[config.mk]
export PLATFORM = sky130hd
export DESIGN_NAME = bresenham_line_rasterizer
export DESIGN_NICKNAME = d
export VERILOG_FILES = /design/src/sv/brl_pkg.sv /design/src/sv/brl_cfg.sv /design/src/sv/brl_walk.sv /design/src/sv/brl_addr.sv /design/src/sv/bresenham_line_rasterizer.sv
export SDC_FILE = /design/constraint.sdc
export NUM_CORES = 1
export LEC_CHECK = 0
export ABC_CLOCK_PERIOD_IN_PS = 5350
export CAP_MARGIN = 40
export CORE_MARGIN = 2
export CORE_UTILIZATION = 60
export DETAILED_ROUTE_END_ITERATION = 16
export DONT_BUFFER_PORTS = 1
export HOLD_SLACK_MARGIN = 0.08
export PLACE_DENSITY = 0.79
export SYNTH_ARGS = -nofsm -noshare
export SYNTH_HDL_FRONTEND = slang
export SYNTH_HIERARCHICAL = 1
export SYNTH_SLANG_ARGS = --single-unit
[constraint.sdc]
create_clock -name clk_i -period 5.35 [get_ports clk_i]
set_input_delay 1.07 -clock clk_i [delete_from_list [all_inputs] [get_ports clk_i]]
set_output_delay 1.07 -clock clk_i [all_outputs]
set_load 0.05 [all_outputs]
[src/sv/brl_pkg.sv]
// ----------------------------------------------------------------------------
// brl_pkg - shared types and constants of the line rasteriser
// Field widths, opcode and register codes, and the pixel record passed
// between the walk stage and the address stage.
// ----------------------------------------------------------------------------
package brl_pkg;

  // field widths
  localparam int unsigned COORD_W     = 12;
  localparam int unsigned FW_W        = 13;
  localparam int unsigned ADDR_W      = 24;
  localparam int unsigned DEC_W       = COORD_W + 2;
  localparam int unsigned IN_TDATA_W  = 4 * COORD_W;
  localparam int unsigned OUT_TDATA_W = 2 * COORD_W + ADDR_W;

  // configuration port
  localparam int unsigned APB_AW = 3;
  localparam int unsigned APB_DW = 32;
  localparam logic [FW_W-1:0] FW_RESET = 13'd1024;
  localparam logic [APB_AW-3:0] REG_FRAME_WIDTH = 1'b0;

  // beat opcodes (tuser)
  localparam logic OP_LOAD = 1'b0;
  localparam logic OP_STEP = 1'b1;

  // one pixel on its way to the address stage
  typedef struct packed {
    logic [COORD_W-1:0] x;
    logic [COORD_W-1:0] y;
    logic               last;
  } pixel_t;

endpackage

[src/sv/brl_cfg.sv]
// ----------------------------------------------------------------------------
// brl_cfg - configuration register file
// APB-style slave holding the frame width; pready is tied high.
// ----------------------------------------------------------------------------
module brl_cfg
  import brl_pkg::*;
(
  input  logic              clk_i,
  input  logic              rst_ni,
  input  logic              psel,
  input  logic              penable,
  input  logic              pwrite,
  input  logic [APB_AW-1:0] paddr,
  input  logic [APB_DW-1:0] pwdata,
  output logic [APB_DW-1:0] prdata,
  output logic              pready,
  output logic [FW_W-1:0]   frame_width_o
);

  logic [FW_W-1:0] frame_width_q, frame_width_d;
  logic            sel_fw;

  // word decode; byte offset bits ignored
  assign sel_fw = (paddr[APB_AW-1:2] == REG_FRAME_WIDTH);

  // write on the access phase
  always_comb begin
    frame_width_d = frame_width_q;
    if (psel && penable && pwrite && sel_fw) begin
      frame_width_d = pwdata[FW_W-1:0];
    end
  end

  always_ff @(posedge clk_i or negedge rst_ni) begin
    if (!rst_ni) begin
      frame_width_q <= FW_RESET;
    end else begin
      frame_width_q <= frame_width_d;
    end
  end

  // read back
  assign prdata        = sel_fw ? {{(APB_DW-FW_W){1'b0}}, frame_width_q} : '0;
  assign pready        = 1'b1;
  assign frame_width_o = frame_width_q;

endmodule

[src/sv/brl_walk.sv]
// ----------------------------------------------------------------------------
// brl_walk - Bresenham walk state and pixel stage
// Sets up a line on a load beat and advances one pixel per step beat,
// handing each pixel to a one-entry register towards the address stage.
// ----------------------------------------------------------------------------
module brl_walk
  import brl_pkg::*;
(
  input  logic               clk_i,
  input  logic               rst_ni,
  input  logic               in_valid_i,
  output logic               in_ready_o,
  input  logic               opcode_i,
  input  logic [COORD_W-1:0] x_start_i,
  input  logic [COORD_W-1:0] y_start_i,
  input  logic [COORD_W-1:0] x_end_i,
  input  logic [COORD_W-1:0] y_end_i,
  output logic               pix_valid_o,
  input  logic               pix_ready_i,
  output pixel_t             pix_o
);

  // walk state
  logic               active_q, active_d;
  logic               xmaj_q, xmaj_d;
  logic [COORD_W-1:0] cur_x_q, cur_x_d;
  logic [COORD_W-1:0] cur_y_q, cur_y_d;
  logic [COORD_W-1:0] maj_end_q, maj_end_d;
  logic               step_down_q, step_down_d;
  logic [DEC_W-1:0]   dec_q, dec_d;
  logic [COORD_W-1:0] minor_q, minor_d;
  logic [COORD_W-1:0] major_q, major_d;

  // pixel stage
  logic               pv_q, pv_d;
  pixel_t             pix_q, pix_d;

  logic               accept, is_load, emit, last;
  logic [COORD_W-1:0] adx, ady, major_cur, minor_next;
  logic               dx_neg, dy_neg, dx_pos, dy_pos, xmaj_ld;
  logic [DEC_W-1:0]   two_minor, two_major;

  assign in_ready_o = !pv_q || pix_ready_i;
  assign accept     = in_valid_i && in_ready_o;
  assign is_load    = (opcode_i == OP_LOAD);
  assign emit       = accept && (opcode_i == OP_STEP) && active_q;

  // load setup: spans and direction
  assign dx_neg  = x_end_i < x_start_i;
  assign dy_neg  = y_end_i < y_start_i;
  assign dx_pos  = x_end_i > x_start_i;
  assign dy_pos  = y_end_i > y_start_i;
  assign adx     = dx_neg ? (x_start_i - x_end_i) : (x_end_i - x_start_i);
  assign ady     = dy_neg ? (y_start_i - y_end_i) : (y_end_i - y_start_i);
  assign xmaj_ld = adx > ady;

  // step: end test and minor move
  assign major_cur  = xmaj_q ? cur_x_q : cur_y_q;
  assign last       = (major_cur == maj_end_q);
  assign minor_next = step_down_q ? ((xmaj_q ? cur_y_q : cur_x_q) - 1'b1)
                                  : ((xmaj_q ? cur_y_q : cur_x_q) + 1'b1);
  assign two_minor  = {1'b0, minor_q, 1'b0};
  assign two_major  = {1'b0, major_q, 1'b0};

  always_comb begin
    active_d    = active_q;
    xmaj_d      = xmaj_q;
    cur_x_d     = cur_x_q;
    cur_y_d     = cur_y_q;
    maj_end_d   = maj_end_q;
    step_down_d = step_down_q;
    dec_d       = dec_q;
    minor_d     = minor_q;
    major_d     = major_q;
    if (accept && is_load) begin
      active_d    = 1'b1;
      xmaj_d      = xmaj_ld;
      step_down_d = !((dx_pos && dy_pos) || (dx_neg && dy_neg));
      if (xmaj_ld) begin
        cur_x_d   = dx_neg ? x_end_i : x_start_i;
        cur_y_d   = dx_neg ? y_end_i : y_start_i;
        maj_end_d = dx_neg ? x_start_i : x_end_i;
        major_d   = adx;
        minor_d   = ady;
        dec_d     = {1'b0, ady, 1'b0} - {2'b00, adx};
      end else begin
        cur_x_d   = dy_neg ? x_end_i : x_start_i;
        cur_y_d   = dy_neg ? y_end_i : y_start_i;
        maj_end_d = dy_neg ? y_start_i : y_end_i;
        major_d   = ady;
        minor_d   = adx;
        dec_d     = {1'b0, adx, 1'b0} - {2'b00, ady};
      end
    end else if (emit) begin
      if (last) begin
        active_d = 1'b0;
      end else begin
        if (xmaj_q) begin
          cur_x_d = cur_x_q + 1'b1;
        end else begin
          cur_y_d = cur_y_q + 1'b1;
        end
        if (dec_q[DEC_W-1]) begin
          dec_d = dec_q + two_minor;
        end else begin
          dec_d = dec_q + two_minor - two_major;
          if (xmaj_q) begin
            cur_y_d = minor_next;
          end else begin
            cur_x_d = minor_next;
          end
        end
      end
    end
  end

  // pixel register
  always_comb begin
    pv_d  = pv_q;
    pix_d = pix_q;
    if (emit) begin
      pv_d       = 1'b1;
      pix_d.x    = cur_x_q;
      pix_d.y    = cur_y_q;
      pix_d.last = last;
    end else if (pix_ready_i) begin
      pv_d = 1'b0;
    end
  end

  always_ff @(posedge clk_i or negedge rst_ni) begin
    if (!rst_ni) begin
      active_q    <= 1'b0;
      xmaj_q      <= 1'b0;
      cur_x_q     <= '0;
      cur_y_q     <= '0;
      maj_end_q   <= '0;
      step_down_q <= 1'b0;
      dec_q       <= '0;
      minor_q     <= '0;
      major_q     <= '0;
      pv_q        <= 1'b0;
    end else begin
      active_q    <= active_d;
      xmaj_q      <= xmaj_d;
      cur_x_q     <= cur_x_d;
      cur_y_q     <= cur_y_d;
      maj_end_q   <= maj_end_d;
      step_down_q <= step_down_d;
      dec_q       <= dec_d;
      minor_q     <= minor_d;
      major_q     <= major_d;
      pv_q        <= pv_d;
    end
  end

  always_ff @(posedge clk_i) begin
    pix_q <= pix_d;
  end

  assign pix_valid_o = pv_q;
  assign pix_o       = pix_q;

endmodule

[src/sv/brl_addr.sv]
// ----------------------------------------------------------------------------
// brl_addr - address stage and output register
// Forms x + y * frame_width and holds the finished pixel beat.
// ----------------------------------------------------------------------------
module brl_addr
  import brl_pkg::*;
(
  input  logic                   clk_i,
  input  logic                   rst_ni,
  input  logic                   pix_valid_i,
  output logic                   pix_ready_o,
  input  pixel_t                 pix_i,
  input  logic [FW_W-1:0]        frame_width_i,
  output logic                   out_valid_o,
  input  logic                   out_ready_i,
  output logic [OUT_TDATA_W-1:0] out_data_o,
  output logic                   out_last_o
);

  logic                         ov_q, ov_d;
  logic [OUT_TDATA_W-1:0]       data_q, data_d;
  logic                         last_q, last_d;
  logic [COORD_W+FW_W-1:0]      prod;
  logic [ADDR_W-1:0]            addr;
  logic                         take;

  assign pix_ready_o = !ov_q || out_ready_i;
  assign take        = pix_valid_i && pix_ready_o;

  // linear address, wraps at the field width
  assign prod = pix_i.y * frame_width_i;
  assign addr = prod[ADDR_W-1:0] + {{(ADDR_W-COORD_W){1'b0}}, pix_i.x};

  always_comb begin
    ov_d   = ov_q;
    data_d = data_q;
    last_d = last_q;
    if (take) begin
      ov_d   = 1'b1;
      data_d = {addr, pix_i.y, pix_i.x};
      last_d = pix_i.last;
    end else if (out_ready_i) begin
      ov_d = 1'b0;
    end
  end

  always_ff @(posedge clk_i or negedge rst_ni) begin
    if (!rst_ni) begin
      ov_q <= 1'b0;
    end else begin
      ov_q <= ov_d;
    end
  end

  always_ff @(posedge clk_i) begin
    data_q <= data_d;
    last_q <= last_d;
  end

  assign out_valid_o = ov_q;
  assign out_data_o  = data_q;
  assign out_last_o  = last_q;

endmodule

[src/sv/bresenham_line_rasterizer.sv]
// ----------------------------------------------------------------------------
// bresenham_line_rasterizer - integer Bresenham line rasteriser
// Walks a line between two endpoints and emits one pixel per step beat.
// ----------------------------------------------------------------------------
// Usage:
//   Input stream: tuser = 0 loads endpoints from tdata, tuser = 1 asks for
//   the next pixel. A load abandons any line in progress and gives no beat;
//   a step with no line active is dropped.
//   Output stream: one beat per pixel carrying x, y and the linear address
//   x + y * frame_width (mod 2^24); tlast marks the final pixel of a line.
//   APB port: frame_width at byte address 0; the user must write it only while idle, the block does not enforce this.
// Timing:
//   An accepted step beat is registered first by the walk stage in its pixel
//   register, then by the address stage in its output register.
//   One beat per cycle in and out while the sink does not stall; the walk
//   state registers update on each accepted beat.
// Reset: no line active, frame_width = 1024, output empty.
// Stall: a held output beat and the pixel register behind it absorb two
//   pixels; tready drops only when both are full and the sink is stalled.
// ----------------------------------------------------------------------------
module bresenham_line_rasterizer
  import brl_pkg::*;
(
  input  logic                   clk_i,
  input  logic                   rst_ni,
  // input stream
  input  logic                   s_axis_tvalid,
  output logic                   s_axis_tready,
  // tdata: x_start[11:0], y_start[23:12], x_end[35:24], y_end[47:36]
  input  logic [IN_TDATA_W-1:0]  s_axis_tdata,
  // tuser: opcode[0]
  input  logic                   s_axis_tuser,
  // output stream
  output logic                   m_axis_tvalid,
  input  logic                   m_axis_tready,
  // tdata: pixel_x[11:0], pixel_y[23:12], pixel_address[47:24]
  output logic [OUT_TDATA_W-1:0] m_axis_tdata,
  output logic                   m_axis_tlast,
  // configuration port
  input  logic                   psel,
  input  logic                   penable,
  input  logic                   pwrite,
  input  logic [APB_AW-1:0]      paddr,
  input  logic [APB_DW-1:0]      pwdata,
  output logic [APB_DW-1:0]      prdata,
  output logic                   pready
);

  logic            pix_valid, pix_ready;
  pixel_t          pix;
  logic [FW_W-1:0] frame_width;

  brl_cfg u_cfg (
    .clk_i         (clk_i),
    .rst_ni        (rst_ni),
    .psel          (psel),
    .penable       (penable),
    .pwrite        (pwrite),
    .paddr         (paddr),
    .pwdata        (pwdata),
    .prdata        (prdata),
    .pready        (pready),
    .frame_width_o (frame_width)
  );

  brl_walk u_walk (
    .clk_i       (clk_i),
    .rst_ni      (rst_ni),
    .in_valid_i  (s_axis_tvalid),
    .in_ready_o  (s_axis_tready),
    .opcode_i    (s_axis_tuser),
    .x_start_i   (s_axis_tdata[COORD_W-1:0]),
    .y_start_i   (s_axis_tdata[2*COORD_W-1:COORD_W]),
    .x_end_i     (s_axis_tdata[3*COORD_W-1:2*COORD_W]),
    .y_end_i     (s_axis_tdata[4*COORD_W-1:3*COORD_W]),
    .pix_valid_o (pix_valid),
    .pix_ready_i (pix_ready),
    .pix_o       (pix)
  );

  brl_addr u_addr (
    .clk_i         (clk_i),
    .rst_ni        (rst_ni),
    .pix_valid_i   (pix_valid),
    .pix_ready_o   (pix_ready),
    .pix_i         (pix),
    .frame_width_i (frame_width),
    .out_valid_o   (m_axis_tvalid),
    .out_ready_i   (m_axis_tready),
    .out_data_o    (m_axis_tdata),
    .out_last_o    (m_axis_tlast)
  );

endmodule

==> summary.txt <==
Placed design
  • Setup WS pre-CTS: -0.513 ns
  • GP Congestion: 0.991
  • Detailed Place HPWL: 40500 µm
  • Placed cells: 2658
  • I/O Buffers: 0
  • DP Area: 20700 µm²

Timing
  • Final period util: 102%
  • Clk_skew: 0.00821 ns
  • Final setup viols: 1
  • Slew headroom: 43.9%
  • Setup ws final: -0.100 ns
  • Fmax: 183 MHz
  • Fin crit period: 5.45 ns
  • RSZ-0062 raised after global routing: yes
  • Max Slew Vio Count: 0
  • Worst-margin pin slew: 0.839 ns
  • Fin. Hold Viols: 0
  • Fin Hold WS: 0.313 ns

Yosys
  • Number of synthesized flops with an enable pin: 74
  • Share of the synthesized area in the top cell type: 13.7%
  • Post-synthesis cell count: 2109
  • Post-synth cell types: 94
  • Async SR Flop Fraction: 55.2%
  • Synth Register Bits: 165
  • Largest cells by area after synthesis: fa_1 (14%), dfrtp_1 (12%), edfxtp_1 (12%)
  • Top cell type by total area after synthesis: fa_1
  • Ys Warns: 6
  • Main synth FF type: dfrtp_1
  • Seq/Total Area, Yosys: 24.2%
  • Synthesized area: 18600 µm²
  • Syn avg cell area: 8.83 µm²

Clock network
  • H-tree levels: 4
  • Total CTS buffers: 17
  • Clock Latency Late Sink: 0.44 ns
  • CTS Hold Bufs: 0
  • Clock slew at the register clock pins of the worst setup and hold paths: 0.07 ns
  • TritonCTS clock tree: done
  • Clock sink total: 165
  • CTS Buffer Depth: 2
  • CTS Root Cell: clkbuf_16

Drt
  • Initial DRT Pass Iterations: 6
  • WL/cell: 19.4 µm
  • Vias post-DR: 16100
  • Detail Route Antenna Nets: 0
  • DRT iter0 DRCs: 1363
  • Vias per cell: 5.89
  • DRT Wirelength: 53000 µm
  • Drc violations: 0

Final layout
  • Fin area: 22100 µm²
  • Most common cell after layout, fill and taps aside: inv_1
  • Reg area: 4510 µm²
  • Leading cell types in the layout, fill and taps excluded: inv_1 (276), buf_4 (274), nand2_1 (235), ha_1 (162), fa_1 (121)
  • Fin cells: 2735
  • Final nets: 2718
  • Share of cells above drive strength 1: 21.0%
  • Area occupied by multi-input gates: 13100 µm²
  • Filler cells: 2237
  • Layout area overhead: 18.7%
  • Total inserted antenna cells: 0

Setup path
  • Arr. time, crit path: 5.65 ns
  • Critical-path cell list: buf_4 -> buf_6 -> and2_4 -> fa_1 -> inv_2 -> fa_1 -> inv_1 -> ha_1 -> ha_1 -> inv_2 -> fa_1 -> inv_2 -> fa_2 -> a21o_1 -> a221oi_4 -> a211oi_2 -> o31a_1 -> a221o_1 -> a21oi_2 -> xnor2_1
  • Critical Path Start: u_walk/pix_o[1]
  • Critical path endpoint category: register
  • CP Class: register to register
  • Crit start category: register
  • CP Data Required Time: 5.55 ns
  • Crit Path Max Fanout: 7
  • Slowest stage cell, crit path: fa_1
  • Max incr delay on CP: 0.56 ns
  • Reg2reg start: u_walk/pix_o[1]
  • Reg2reg setup slack: -0.10 ns
  • Cell depth of the worst flop-to-flop path: 20
  • R2R Path End: u_addr/out_data_o[47]

Floorplanning
  • Initial Utilization: 60.9%
  • Ports: 175
  • Die X: 180 µm
  • Site Rows: 64
  • Die area: 32500 µm²
  • Core ar.: 30600 µm²
  • Die Span Y: 180 µm

Global route
  • Vias in the first global route: 16100
  • Antenna violations before repair: 0
  • First-pass GRT wire length: 82800 µm
  • Tot GR Track Use: 31.7%
  • Grt total ovfl: 0
  • Largest net degree at the start of global routing: 92

Min path
  • Min-Delay Path Class: input port to async pin

Run
  • Max-cap violation count: 0

Status
  • Run status: complete, but fails checks
  • Failing checks: negative setup slack
area by class of cell:
type | instances | share of cell area (%)
Clock inverter | 13 | 0.889
Tap cell | 396 | 2.24
Sequential cell | 165 | 20.4
Multi-Input combinational cell | 1560 | 59.1
Inverter | 292 | 5.04
Timing Repair Buffer | 290 | 10.3
Clock buffer | 19 | 1.96
worst max-delay path by stage:
stage / end / depth (start not counted)
after global placement: u_walk/cur_x_q[8] / 22
after floorplan: u_walk/cur_x_q[7] / 25
after CTS: u_addr/out_data_o[47] / 18
after global routing: u_addr/out_data_o[47] / 19
final: u_addr/out_data_o[47] / 20
after detailed placement: u_walk/cur_x_q[8] / 22
layer usage:
layer / track usage [%] / wire length [µm] / vias to the layer above
met5: 0 / 0 / -
met4: 12.4 / 2120 / 0
met3: 5.68 / 3290 / 130
met2: 55.0 / 26200 / 600
met1: 39.4 / 21400 / 7831
li1: - / - / 7550
critical path: cells and delay by family, from the launching register on:
family | cells | cell delay, ns
compound gates | 6 | 1.48
xor+xnor | 1 | 0.07
fa+ha+maj | 6 | 2.54
buf+inv | 6 | 0.49
flops | 1 | 0.47
simple gates | 1 | 0.16
metrics by stage:
step                      TNS (ns)  util, %
after floorplan              -2.04        -
after CTS                  -0.0434     70.4
final                       -0.100     72.2
after global routing         -1.52     72.2
after global placement      -15.67     67.3
after detailed placement    -23.04     67.6
registers in the layout, summed over array words and instances (netlist names), 12 cells and up:
register	cells
u_walk/pix_o	25
u_cfg/frame_width_o	13
u_walk/maj_end_q	12
u_addr/out_data_o	48
u_walk/major_q	12
u_walk/dec_q	13
u_walk/cur_y_q	12
u_walk/minor_q	12
u_walk/cur_x_q	12
cell families (layout without fill, tap and decap cells):
| group | Yosys count | count (layout) | synth area share, % |
|---|---|---|---|
| simple gates | 563 | 565 | 14.7 |
| compound gates | 495 | 496 | 17.5 |
| buf+inv | 405 | 614 | 8.85 |
| fa+ha+maj | 306 | 306 | 25.6 |
| flops | 165 | 165 | 24.2 |
| xor+xnor | 116 | 116 | 5.64 |
| mux | 57 | 57 | 3.51 |
| other cells | 2 | 20 | 0.0403 |
Yosys cell counts (all sizes together) (12+ instances only):
master / instances
a21oi: 132
o2111ai: 12
o211ai: 32
nand3: 27
a31oi: 23
o221a: 16
nor3: 27
a211oi: 15
o21ai: 132
buf: 39
inv: 291
nor2: 78
xnor2: 84
nand4: 15
mux2i: 33
ha: 174
nand2: 235
dfrtp: 90
a21o: 43
clkbuf: 74
and2: 103
mux2: 24
xor2: 32
fa: 127
nor2b: 28
edfxtp: 74
what timing repair did:
item                       in CTS  in global routing
pin swaps                      31                 74
gates resized for setup        32                 90
setup endpoints to repair      20                 80
setup buffers                  17                 27
gates cloned                    0                  4
Power is not shown: default switching activity piles up to over one toggle a cycle in this logic, so the estimate is an artifact.
